==> src/design/i2cms_pkg.sv <==
`timescale 1ns / 1ps

package i2cms_pkg;

   // Command codes carried in the operation field
   typedef enum logic [2:0] {
      OP_NONE  = 3'd0,
      OP_START = 3'd1,
      OP_STOP  = 3'd2,
      OP_WRITE = 3'd3,
      OP_READ  = 3'd4
   } op_type;

   localparam int UNIT_W  = 10;
   localparam int BYTE_W  = 8;
   localparam int PHASE_W = 3;
   localparam int COUNT_W = 4;
   localparam int DELAY_W = 3;
   localparam int DATA_W  = 16;

   // Segment delays in units
   localparam logic [DELAY_W-1:0] UNITS_SETUP = 3'd3;
   localparam logic [DELAY_W-1:0] UNITS_HIGH  = 3'd5;
   localparam logic [DELAY_W-1:0] UNITS_HOLD  = 3'd2;

   localparam logic [COUNT_W-1:0] BITS_PER_BYTE = 4'd8;

   typedef struct packed {
      logic [2:0]        operation;
      logic [BYTE_W-1:0] write_byte;
      logic              ack_to_send;
      logic              sda_in;
   } req_item_type;

   typedef struct packed {
      logic              scl_out;
      logic              sda_out;
      logic              busy_res;
      logic              done_res;
      logic [BYTE_W-1:0] read_byte;
      logic              ack_received;
   } rsp_item_type;

endpackage

==> src/design/i2cms_seq.sv <==
`timescale 1ns / 1ps

module i2cms_seq (
   input  logic                        clock,
   input  logic                        reset,
   input  logic                        step,
   input  i2cms_pkg::req_item_type     item,
   input  logic [i2cms_pkg::UNIT_W-1:0] unit_ticks,
   output i2cms_pkg::rsp_item_type     result
);
   import i2cms_pkg::*;

   // Start / stop last phases
   localparam logic [PHASE_W-1:0] START_LAST = 3'd3;
   localparam logic [PHASE_W-1:0] STOP_LAST  = 3'd2;
   // Write phases
   localparam logic [PHASE_W-1:0] WR_DATA    = 3'd0;
   localparam logic [PHASE_W-1:0] WR_SCL_HI  = 3'd1;
   localparam logic [PHASE_W-1:0] WR_SCL_LO  = 3'd2;
   localparam logic [PHASE_W-1:0] WR_REL     = 3'd3;
   localparam logic [PHASE_W-1:0] WR_ACK_HI  = 3'd4;
   localparam logic [PHASE_W-1:0] WR_ACK_SMP = 3'd5;
   localparam logic [PHASE_W-1:0] WR_LAST    = 3'd6;
   // Read phases
   localparam logic [PHASE_W-1:0] RD_REL     = 3'd0;
   localparam logic [PHASE_W-1:0] RD_SCL_HI  = 3'd1;
   localparam logic [PHASE_W-1:0] RD_SMP     = 3'd2;
   localparam logic [PHASE_W-1:0] RD_SCL_LO  = 3'd3;
   localparam logic [PHASE_W-1:0] RD_ACK_DRV = 3'd4;
   localparam logic [PHASE_W-1:0] RD_ACK_HI  = 3'd5;
   localparam logic [PHASE_W-1:0] RD_LAST    = 3'd6;

   op_type               cmd_ff, cmd_in;
   logic                 scl_ff, scl_in;
   logic                 sda_ff, sda_in;
   logic [PHASE_W-1:0]   phase_ff, phase_in;
   logic [COUNT_W-1:0]   bits_ff, bits_in;
   logic [BYTE_W-1:0]    shift_ff, shift_in;
   logic [UNIT_W-1:0]    pre_ff, pre_in;
   logic [DELAY_W-1:0]   units_ff, units_in;
   logic                 ack_ff, ack_in;
   logic [BYTE_W-1:0]    rx_ff, rx_in;
   logic                 ackp_ff, ackp_in;
   logic                 done;
   logic                 seg;
   logic [UNIT_W-1:0]    unit_eff;
   logic [UNIT_W:0]      pre_sum;
   logic [DELAY_W-1:0]   units_dec;

   always_comb begin
      cmd_in    = cmd_ff;
      scl_in    = scl_ff;
      sda_in    = sda_ff;
      phase_in  = phase_ff;
      bits_in   = bits_ff;
      shift_in  = shift_ff;
      pre_in    = pre_ff;
      units_in  = units_ff;
      ack_in    = ack_ff;
      rx_in     = rx_ff;
      ackp_in   = ackp_ff;
      done      = 1'b0;
      seg       = 1'b0;
      unit_eff  = (unit_ticks == '0) ? {{(UNIT_W-1){1'b0}}, 1'b1} : unit_ticks;
      pre_sum   = {1'b0, pre_ff} + {{UNIT_W{1'b0}}, 1'b1};
      units_dec = (units_ff != '0) ? units_ff - 3'd1 : units_ff;

      if (cmd_ff == OP_NONE) begin
         if (item.operation >= OP_START && item.operation <= OP_READ) begin
            cmd_in   = op_type'(item.operation);
            phase_in = '0;
            bits_in  = '0;
            shift_in = (item.operation == OP_WRITE) ? item.write_byte : '0;
            ackp_in  = item.ack_to_send;
            pre_in   = '0;
            seg      = 1'b1;
         end
      end else if (pre_sum >= {1'b0, unit_eff}) begin
         pre_in   = '0;
         units_in = units_dec;
         if (units_dec == '0) begin
            seg = 1'b1;
            // advance to the next segment
            unique case (cmd_ff)
               OP_START: begin
                  phase_in = phase_ff + 3'd1;
                  if (phase_ff == START_LAST) seg = 1'b0;
               end
               OP_STOP: begin
                  phase_in = phase_ff + 3'd1;
                  if (phase_ff == STOP_LAST) seg = 1'b0;
               end
               OP_WRITE: begin
                  if (phase_ff == WR_SCL_LO) begin
                     shift_in = {shift_ff[BYTE_W-2:0], 1'b0};
                     bits_in  = bits_ff + 4'd1;
                     phase_in = (bits_in < BITS_PER_BYTE) ? WR_DATA : WR_REL;
                  end else begin
                     phase_in = phase_ff + 3'd1;
                     if (phase_ff == WR_LAST) seg = 1'b0;
                  end
               end
               default: begin
                  if (phase_ff == RD_SCL_LO) begin
                     bits_in  = bits_ff + 4'd1;
                     phase_in = (bits_in < BITS_PER_BYTE) ? RD_SCL_HI : RD_ACK_DRV;
                  end else begin
                     phase_in = phase_ff + 3'd1;
                     if (phase_ff == RD_LAST) begin
                        seg   = 1'b0;
                        rx_in = shift_ff;
                     end
                  end
               end
            endcase
            if (!seg) begin
               cmd_in   = OP_NONE;
               phase_in = '0;
               bits_in  = '0;
               done     = 1'b1;
            end
         end
      end else begin
         pre_in = pre_sum[UNIT_W-1:0];
      end

      // perform the action of the new segment and load its delay
      if (seg) begin
         unique case (cmd_in)
            OP_START: begin
               units_in = UNITS_SETUP;
               unique case (phase_in)
                  3'd0:    scl_in = 1'b1;
                  3'd1:    sda_in = 1'b1;
                  3'd2:    sda_in = 1'b0;
                  default: scl_in = 1'b0;
               endcase
            end
            OP_STOP: begin
               units_in = UNITS_SETUP;
               unique case (phase_in)
                  3'd0:    sda_in = 1'b0;
                  3'd1:    scl_in = 1'b1;
                  default: sda_in = 1'b1;
               endcase
            end
            OP_WRITE: begin
               unique case (phase_in)
                  WR_DATA: begin
                     sda_in = shift_in[BYTE_W-1]; units_in = UNITS_SETUP;
                  end
                  WR_SCL_HI:  begin scl_in = 1'b1; units_in = UNITS_HIGH;  end
                  WR_SCL_LO:  begin scl_in = 1'b0; units_in = UNITS_HOLD;  end
                  WR_REL:     begin sda_in = 1'b1; units_in = UNITS_SETUP; end
                  WR_ACK_HI:  begin scl_in = 1'b1; units_in = UNITS_SETUP; end
                  WR_ACK_SMP: begin
                     ack_in = ~item.sda_in; units_in = UNITS_HOLD;
                  end
                  default:    begin scl_in = 1'b0; units_in = UNITS_HIGH;  end
               endcase
            end
            default: begin
               unique case (phase_in)
                  RD_REL:    begin sda_in = 1'b1; units_in = UNITS_SETUP; end
                  RD_SCL_HI: begin scl_in = 1'b1; units_in = UNITS_SETUP; end
                  RD_SMP: begin
                     shift_in = {shift_in[BYTE_W-2:0], item.sda_in};
                     units_in = UNITS_HOLD;
                  end
                  RD_SCL_LO:  begin scl_in = 1'b0; units_in = UNITS_HIGH; end
                  RD_ACK_DRV: begin sda_in = ~ackp_in; units_in = UNITS_SETUP; end
                  RD_ACK_HI:  begin scl_in = 1'b1; units_in = UNITS_HIGH; end
                  default:    begin scl_in = 1'b0; units_in = UNITS_HIGH; end
               endcase
            end
         endcase
      end
   end

   always_ff @(posedge clock) begin
      if (reset) begin
         cmd_ff   <= OP_NONE;
         scl_ff   <= 1'b1;
         sda_ff   <= 1'b1;
         phase_ff <= '0;
         bits_ff  <= '0;
         shift_ff <= '0;
         pre_ff   <= '0;
         units_ff <= '0;
         ack_ff   <= 1'b0;
         rx_ff    <= '0;
         ackp_ff  <= 1'b0;
      end else if (step) begin
         cmd_ff   <= cmd_in;
         scl_ff   <= scl_in;
         sda_ff   <= sda_in;
         phase_ff <= phase_in;
         bits_ff  <= bits_in;
         shift_ff <= shift_in;
         pre_ff   <= pre_in;
         units_ff <= units_in;
         ack_ff   <= ack_in;
         rx_ff    <= rx_in;
         ackp_ff  <= ackp_in;
      end
   end

   always_comb begin
      result.scl_out      = scl_in;
      result.sda_out      = sda_in;
      result.busy_res     = (cmd_in != OP_NONE);
      result.done_res     = done;
      result.read_byte    = rx_in;
      result.ack_received = ack_in;
   end

endmodule

==> src/design/i2c_master_bit_sequencer.sv <==
`timescale 1ns / 1ps

// I2C master pin sequencer at the byte-command level.
// Each req beat is one tick of the bus timer. It carries a command (start,
// stop, write byte, read byte), taken only while no command is in progress,
// plus the sampled SDA level. Every req beat yields exactly one rsp beat with
// the open-drain SCL/SDA levels to drive (1 released, 0 pulled low), busy,
// a one-beat done pulse, the last read byte and the last write's ACK.
// Timing is counted in units of csr_wdata ticks (0 acts as 1); a start takes
// 12 units, a stop 9, a write 93 and a read 96.
// Throughput: one beat per cycle while the receiver does not stall. A req
// beat passes the input register, then the result register, before its rsp
// beat is presented; the sequencer step itself is single-pass logic between them.
// Reset (synchronous, active high) releases both lines, goes idle, clears
// read byte and ACK flag and sets the unit length to one tick.
// When the receiver stalls, hold the result register and the input register;
// req_tready drops only once both are full, and no tick is lost or repeated.
// Write csr only while idle.
module i2c_master_bit_sequencer (
   input  logic                          clock,
   input  logic                          reset,
   input  logic                          req_tvalid,
   output logic                          req_tready,
   // [2:0] operation, [10:3] write_byte, [11] ack_to_send, [12] sda_in
   input  logic [i2cms_pkg::DATA_W-1:0]  req_tdata,
   output logic                          rsp_tvalid,
   input  logic                          rsp_tready,
   // [0] scl_out, [1] sda_out, [2] busy_res, [3] done_res, [11:4] read_byte,
   // [12] ack_received
   output logic [i2cms_pkg::DATA_W-1:0]  rsp_tdata,
   input  logic                          csr_we,
   input  logic [i2cms_pkg::UNIT_W-1:0]  csr_wdata
);
   import i2cms_pkg::*;

   logic                in_vld_ff, in_vld_in;
   req_item_type        in_item_ff;
   logic                rsp_vld_ff, rsp_vld_in;
   rsp_item_type        rsp_item_ff;
   rsp_item_type        seq_res;
   logic [UNIT_W-1:0]   unit_ff;
   logic                step;

   // Advance the sequencer when a tick is held and the result slot frees up
   assign step       = in_vld_ff && (!rsp_vld_ff || rsp_tready);
   assign req_tready = !in_vld_ff || step;

   always_comb begin
      in_vld_in = in_vld_ff;
      if (req_tready) in_vld_in = req_tvalid;
      rsp_vld_in = rsp_vld_ff;
      if (step) begin
         rsp_vld_in = 1'b1;
      end else if (rsp_tready) begin
         rsp_vld_in = 1'b0;
      end
   end

   always_ff @(posedge clock) begin
      if (reset) begin
         in_vld_ff  <= 1'b0;
         rsp_vld_ff <= 1'b0;
         unit_ff    <= {{(UNIT_W-1){1'b0}}, 1'b1};
      end else begin
         in_vld_ff  <= in_vld_in;
         rsp_vld_ff <= rsp_vld_in;
         if (csr_we) unit_ff <= csr_wdata;
      end
   end

   // Payload registers: input loads on accept, result loads on step, hold otherwise
   always_ff @(posedge clock) begin
      if (req_tvalid && req_tready) begin
         in_item_ff.operation   <= req_tdata[2:0];
         in_item_ff.write_byte  <= req_tdata[10:3];
         in_item_ff.ack_to_send <= req_tdata[11];
         in_item_ff.sda_in      <= req_tdata[12];
      end
      if (step) rsp_item_ff <= seq_res;
   end

   i2cms_seq u_seq (
      .clock      (clock),
      .reset      (reset),
      .step       (step),
      .item       (in_item_ff),
      .unit_ticks (unit_ff),
      .result     (seq_res)
   );

   assign rsp_tvalid = rsp_vld_ff;
   assign rsp_tdata  = {3'b000, rsp_item_ff.ack_received, rsp_item_ff.read_byte,
                        rsp_item_ff.done_res, rsp_item_ff.busy_res,
                        rsp_item_ff.sda_out, rsp_item_ff.scl_out};

   // A finishing beat never reports busy
   assert property (@(posedge clock) disable iff (reset)
      rsp_tvalid && rsp_tdata[3] |-> !rsp_tdata[2])
      else $error("done reported together with busy");

   // An empty result slot always lets a new tick in
   assert property (@(posedge clock) disable iff (reset)
      !rsp_vld_ff |-> req_tready)
      else $error("req stalled with result slot empty");

   // Nothing is presented right after reset
   assert property (@(posedge clock) reset |=> !rsp_tvalid && !in_vld_ff)
      else $error("pipeline not cleared by reset");

   // A stalled result beat holds while the sequencer waits
   assert property (@(posedge clock) disable iff (reset)
      rsp_tvalid && !rsp_tready |-> !step)
      else $error("sequencer advanced under a stalled result");

endmodule
==> config.mk <==
export PLATFORM = sky130hd
export DESIGN_NAME = i2c_master_bit_sequencer
export DESIGN_NICKNAME = d
export VERILOG_FILES = /design/src/design/i2cms_pkg.sv /design/src/design/i2cms_seq.sv /design/src/design/i2c_master_bit_sequencer.sv
export SDC_FILE = /design/constraint.sdc
export NUM_CORES = 1
export LEC_CHECK = 0
export ABC_AREA = 1
export ABC_CLOCK_PERIOD_IN_PS = 7500
export BUFFER_PORTS_ARGS = -buffer_cell sky130_fd_sc_hd__buf_4
export CORE_AREA = 2 2 96 98
export CTS_CLUSTER_DIAMETER = 40
export CTS_CLUSTER_SIZE = 12
export DETAILED_ROUTE_END_ITERATION = 8
export DIE_AREA = 0 0 98 100
export GPL_TIMING_DRIVEN = 0
export MAX_ROUTING_LAYER = met4
export PLACE_DENSITY = 0.74
export SYNTH_ARGS = -nofsm -noshare
export SYNTH_HDL_FRONTEND = slang
export SYNTH_SLANG_ARGS = --single-unit
==> constraint.sdc <==
create_clock -name clock -period 7.5 [get_ports clock]
set_input_delay 0.75 -clock clock [delete_from_list [all_inputs] [get_ports clock]]
set_output_delay 0.75 -clock clock [all_outputs]
set_load 0.02 [all_outputs]
# After elaboration in Yosys (flattened, before gate mapping)
# Cells that the tools add are included.
[totals] rom_bits=0 reg_bits=81 word_cells=172 ram_bits=0 in_bits=31 n_memories=0 latch_bits=0
[classes] order_cmp=4 mul=0 shift=0 bitwise=4 reduce_logical=33 eq_ne=20 n_div=0 mux=83 add_sub_neg=4
[ops] cell="2-to-1 mux 8 bit" n=16
[ops] cell="2-to-1 mux 3 bit" n=17
[ops] cell="2-to-1 mux 10 bit" n=4
[ops] cell="2-to-1 mux 4 bit" n=7
[ops] cell="equality test 3 x 2 -> 1 bit (second input constant)" n=9
[ops] cell="case mux 3 bit (2 select lines)" n=4
[ops] cell="2-to-1 mux 1 bit" n=23
[ops] cell="OR reduction 3 bit" n=7
[ops] cell="case mux 1 bit (2 select lines)" n=7
[ops] cell="OR reduction 2 bit" n=6
[ops] cell="adder 10 x 1 -> 11 bit (second input constant)" n=1
[ops] cell=">= comparator 11 x 10 -> 1 bit" n=1
[ops] cell="logical NOT 10 bit" n=1
[ops] cell="equality test 3 x 1 -> 1 bit (second input constant)" n=3
[ops] cell="equality test 3 bit (second input constant)" n=3
[ops] cell="logical NOT 3 bit" n=3
[ops] cell="case mux 1 bit (3 select lines)" n=3
[ops] cell="case mux 4 bit (2 select lines)" n=1
[ops] cell="nonzero test 2 bit" n=4
[ops] cell="AND reduction 7 bit" n=1
[ops] cell="nonzero test 3 bit" n=2
[ops] cell="adder 4 x 1 -> 4 bit (second input constant)" n=1
[ops] cell="less-than comparator 4 bit (second input constant)" n=1
[ops] cell="inequality test 4 x 1 -> 1 bit (second input constant)" n=1
[ops] cell="other kinds (15)" n=22

# Logic depth before layout (Yosys ltp)
[logic_depth] ltp_word=16 mapped_depth=29

# Cells and area by module
# A second synthesis with hierarchy kept.
[unflattened] cells_unflattened=637 area_unflattened_um2=4662.0
[modules_own_cells] module="i2cms_seq" cells_each=552 n_inst=1 area_each_um2=3424.5 seq_area_each_um2=860.8
[modules_own_cells] module="i2c_master_bit_sequencer" cells_each=85 n_inst=1 area_each_um2=1237.4 seq_area_each_um2=1021.0

# Least setup slack after synthesis
# No wires, ideal clock.
[synth_path] path_kind="reg2reg" start="register u_seq.pre_ff[0]" end="register rsp_item_ff (netlist bit rsp_tdata[1]), data pin" path_stages_with_launch=28 arrival_time_ps=2923 setup_ps=255 n_path_buf=1 path_slack_ps=4322 cell_sequence="dfxtp_1 ha_1 nand3_2 nor2_4 nand2_1 xor2_1 inv_1 ha_1 nand2_1 inv_1 a21oi_1 nand2_1 nand2_1 nand2_1 nand2_1 nand2_2 buf_6 nand2_1 nand2_1 nand2_1 nand2_2 nor2_4 nand2_1 nand2_1 nor2_1 nor2_1 nand3_1 and2_1"
[synth_lines] element="start: declaration" line_no="i2cms_seq.sv:39" source="logic [UNIT_W-1:0] pre_ff, pre_in;"
[synth_lines] element="start signal: assignment" line_no="i2cms_seq.sv:200" source="pre_ff <= pre_in;"
[synth_lines] element="end signal: assignment" line_no="i2c_master_bit_sequencer.sv:79" source="if (step) rsp_item_ff <= seq_res;"
[synth_lines] element="end: declaration" line_no="i2c_master_bit_sequencer.sv:39" source="rsp_item_type rsp_item_ff;"

==> flow_summary_export.csv <==
group,metric,value,unit
critical_path,crit_type,"reg -> reg",
power_and_ir_drop,pwr-share-comb,21.7,%
detailed_routing,dr.first_iter.drc_count,344,
yosys,yosysTopAreaCellShare,23.22,%
yosys,synthAdderAreaFrac,4.749,%
power_and_ir_drop,power_frac_clock,32.8,%
yosys,synth_most_common_cell,"nand2_1",
critical_path,crit_arrival,4.01,ns
sta,maxSlewViolCount,0,
layout,areaGrowthSynthToFinish,14.17,%
hold_path,hold_class,"reg -> reg",
layout,final_cells,825,
yosys,synth-simple-area-share,27.55,%
clocking,cts_tree,"yes",
sta,setup_tns,0,ns
yosys,synth.avg_cell_area,7.240,µm²
critical_path,cp_slowest_stage_delay,0.38,ns
layout,nNetsFinal,758,
critical_path,crit_path_end_kind,"flip-flop",
power_and_ir_drop,switchingPower,340.7,µW
floorplan,dieArea,9800,µm²
yosys,synth_seq_cells,81,
place,dp_slack,3.739,ns
clocking,insertion_delay,0.36,ns
layout,diodes,0,
critical_path,required,7.62,ns
critical_path,cpMaxStageDelayCell,"dfxtp_1",
sta,setup_viol,0,
floorplan,die_y,100,µm
global_route,grt_max_degree,23,
clocking,cts_inserted_buffers,9,
detailed_routing,wl,11410,µm
detailed_routing,vias,4437,
yosys,yosys_warnings,0,
clocking,htree_num_levels,3,
sta,max_freq,257.2,MHz
yosys,synth_cells,655,
global_route,first_global_vias,3976,
global_route,grt-ovfl-total,0,
detailed_routing,viasPerCell,5.378,
critical_path,startpoint_type,"flip-flop",
yosys,synth_xor_area_share,2.032,%
clocking,postCtsHoldBufs,0,
global_route,grt_pass1_wl,18690,µm
yosys,synthTopCellsByCount,"130 x nand2_1, 93 x inv_1, 73 x nor2_1, 59 x a21oi_1, 56 x o21ai_0",
yosys,async_reset_ff_share,0,%
power_and_ir_drop,power,1084,µW
yosys,synthTopCellsByArea,"dfxtp_1 23%, edfxtp_1 16%, nand2_1 10%",
floorplan,die_x,98,µm
layout,layout-drive-gt1-share,13.17,%
sta,period_minus_slack,3.888,ns
sta,hold_viol_final,0,
detailed_routing,first_pass_iters,5,
power_and_ir_drop,p_per_area,200.3,nW/µm²
yosys,ys.flop_type,"dfxtp_1",
sta,period_share,51.84,%
yosys,yosysTopAreaCell,"dfxtp_1",
place,dp_hpwl,8458,µm
run_status,status,"complete, no violations",
yosys,synth_edf_count,26,
yosys,synth_compound_gate_area_share,15.67,%
global_route,antenna_found_initial,0,
clocking,cts_buffer_depth,2,
yosys,yosysSeqAreaShare,39.68,%
sta,slew-limit-headroom,44.30,%
clocking,root_buffer,"clkbuf_8",
critical_path,critPathMostFrequentCell,"nand2_1",
clocking,cts.sinks,81,
place,numPlacedInstances,809,
detailed_routing,drc_errors,0,
floorplan,rows,35,
power_and_ir_drop,total_leakage_power,0.002547,µW
detailed_routing,post_drt_wl_per_cell,13.83,µm
global_route,grt_usage,24.36,%
clocking,path_clk_slew,0.09,ns
clocking,cts_resized,0,
power_and_ir_drop,pwr-share-seq,45.5,%
sta,tightest_slew,0.8292,ns
yosys,synth_cell_types,46,
yosys,synth_top_family_by_area,"simple AND/OR/NAND/NOR gates",
power_and_ir_drop,intPower,743.8,µW
clocking,cts_setup_buffers,0,
sta,rsz0062_at_grt,"no",
power_and_ir_drop,vdd_drop_max,0.1341,mV
place,gp_congestion,0.9243,
power_and_ir_drop,switching_share,31.42,%
yosys,synthMuxAreaShare,0.2111,%
critical_path,critPathMaxFanout,10,
layout,fillers,832,
run,maxCapViolations,0,
detailed_routing,postRouteAntennaNets,0,
floorplan,core,8890,µm²
place,numPortBuffers,41,
yosys,syn_area,4742,µm²
sta,fin_ws,3.612,ns
floorplan,ios,49,
sta,hold_ws,0.4713,ns
sta,clock_skew,0.01685,ns
floorplan,start_util,53.34,%
-- registers in the layout, summed over array words and instances, names as in the netlist, 3 cells and up --
register        count
in_item_ff         13
u_seq.units_ff      3
u_seq.rx_ff         8
rsp_tdata          13
u_seq.pre_ff       10
u_seq.shift_ff      8
u_seq.bits_ff       4
u_seq.phase_ff      3
u_seq.cmd_ff        3
unit_ff            10
-- cells in the final DEF, fill, tap and decap left out, types with 2 or more instances in the layout --
cell and instances:
a211oi_1 2, a21oi_1 59, a22oi_1 6, a31oi_1 2
and2_1 2, buf_2 3, buf_4 44, bufinv_16 2
clkbuf_1 15, clkbuf_8 9, conb_1 3, dfxtp_1 55
edfxtp_1 26, ha_1 18, inv_1 93, inv_2 4
nand2_1 130, nand2_2 4, nand2_4 4, nand3_1 46
nand3_2 4, nand4_1 6, nor2_1 73, nor2_2 4
nor2_4 3, nor3_1 3, nor4_1 2, o211ai_1 4
o21ai_0 56, xnor2_1 3, xor2_1 8
-- worst paths after layout --
path                                       start                              to  slack, ns  depth (start not counted)
setup / recovery    u_seq.pre_ff[0]$_SDFFE_PP0P_         rsp_tdata[12]$_DFFE_PP_       3.61                         26
hold / removal    u_seq.shift_ff[6]$_SDFFE_PP0P_  u_seq.shift_ff[6]$_SDFFE_PP0P_       0.47                          2
setup reg to reg    u_seq.pre_ff[0]$_SDFFE_PP0P_         rsp_tdata[12]$_DFFE_PP_       3.61                         26
hold reg to reg   u_seq.shift_ff[6]$_SDFFE_PP0P_  u_seq.shift_ff[6]$_SDFFE_PP0P_       0.47                          2
-- critical path: cells and delay by family (launching register included) --
| family | cells | cell delay, ns |
|---|---|---|
| buffers and inverters | 5 | 0.42 |
| adders and majority gates | 2 | 0.52 |
| xor gates and xnor gates | 1 | 0.24 |
| and+or+nand+nor | 16 | 1.70 |
| AOI/OAI and AO/OA | 2 | 0.34 |
| DFF | 1 | 0.38 |
-- area by class of cell --
cell class / instances / area [µm²] / share of cell area (%)
Buffer: 21 / 101.3 / 1.872
Clock buffer: 10 / 127.6 / 2.357
Clock inverter: 6 / 90.09 / 1.664
Inverter: 99 / 374.1 / 6.910
Multi-Input combinational cell: 456 / 2392 / 44.19
Sequential cell: 81 / 1882 / 34.76
Tap cell: 111 / 138.9 / 2.565
Timing Repair Buffer: 41 / 307.8 / 5.685
-- power groups by stage --
stage          Sequential [µW]  Clock [µW]  Combinational [µW]
2_1_floorplan              505           0                 163
3_3_place_gp               502           0                 227
3_5_place_dp               503           0                 231
4_1_cts                    493         360                 232
5_1_grt                    496         379                 263
6_report                   493         356                 235
-- metrics by stage --
stage / utilization (%) / area [µm²]
5_1_grt: 60.90 / 5414
4_1_cts: 60.90 / 5414
6_report: 60.90 / 5414
3_3_place_gp: 58.45 / 5196
3_5_place_dp: 58.45 / 5196
2_1_floorplan: - / 4750
-- cell families after synthesis --
family,after synthesis
buffers and inverters,120
adders and majority gates,18
muxes,1
and+or+nand+nor,287
AOI/OAI and AO/OA,136
other,1
xor gates and xnor gates,11
DFF,81
-- per-layer routing --
| layer | wire length (µm) | global-route usage [%] | up-vias |
|---|---|---|---|
| met1 | 5209 | 32.20 | 2018 |
| met2 | 5242 | 38.62 | 158 |
| met4 | 223 | 7.585 | 0 |
| met3 | 737 | 4.109 | 21 |
| li1 | - | - | 2240 |
| met5 | 0 | - | - |
Power figures use the tool's default switching activity.
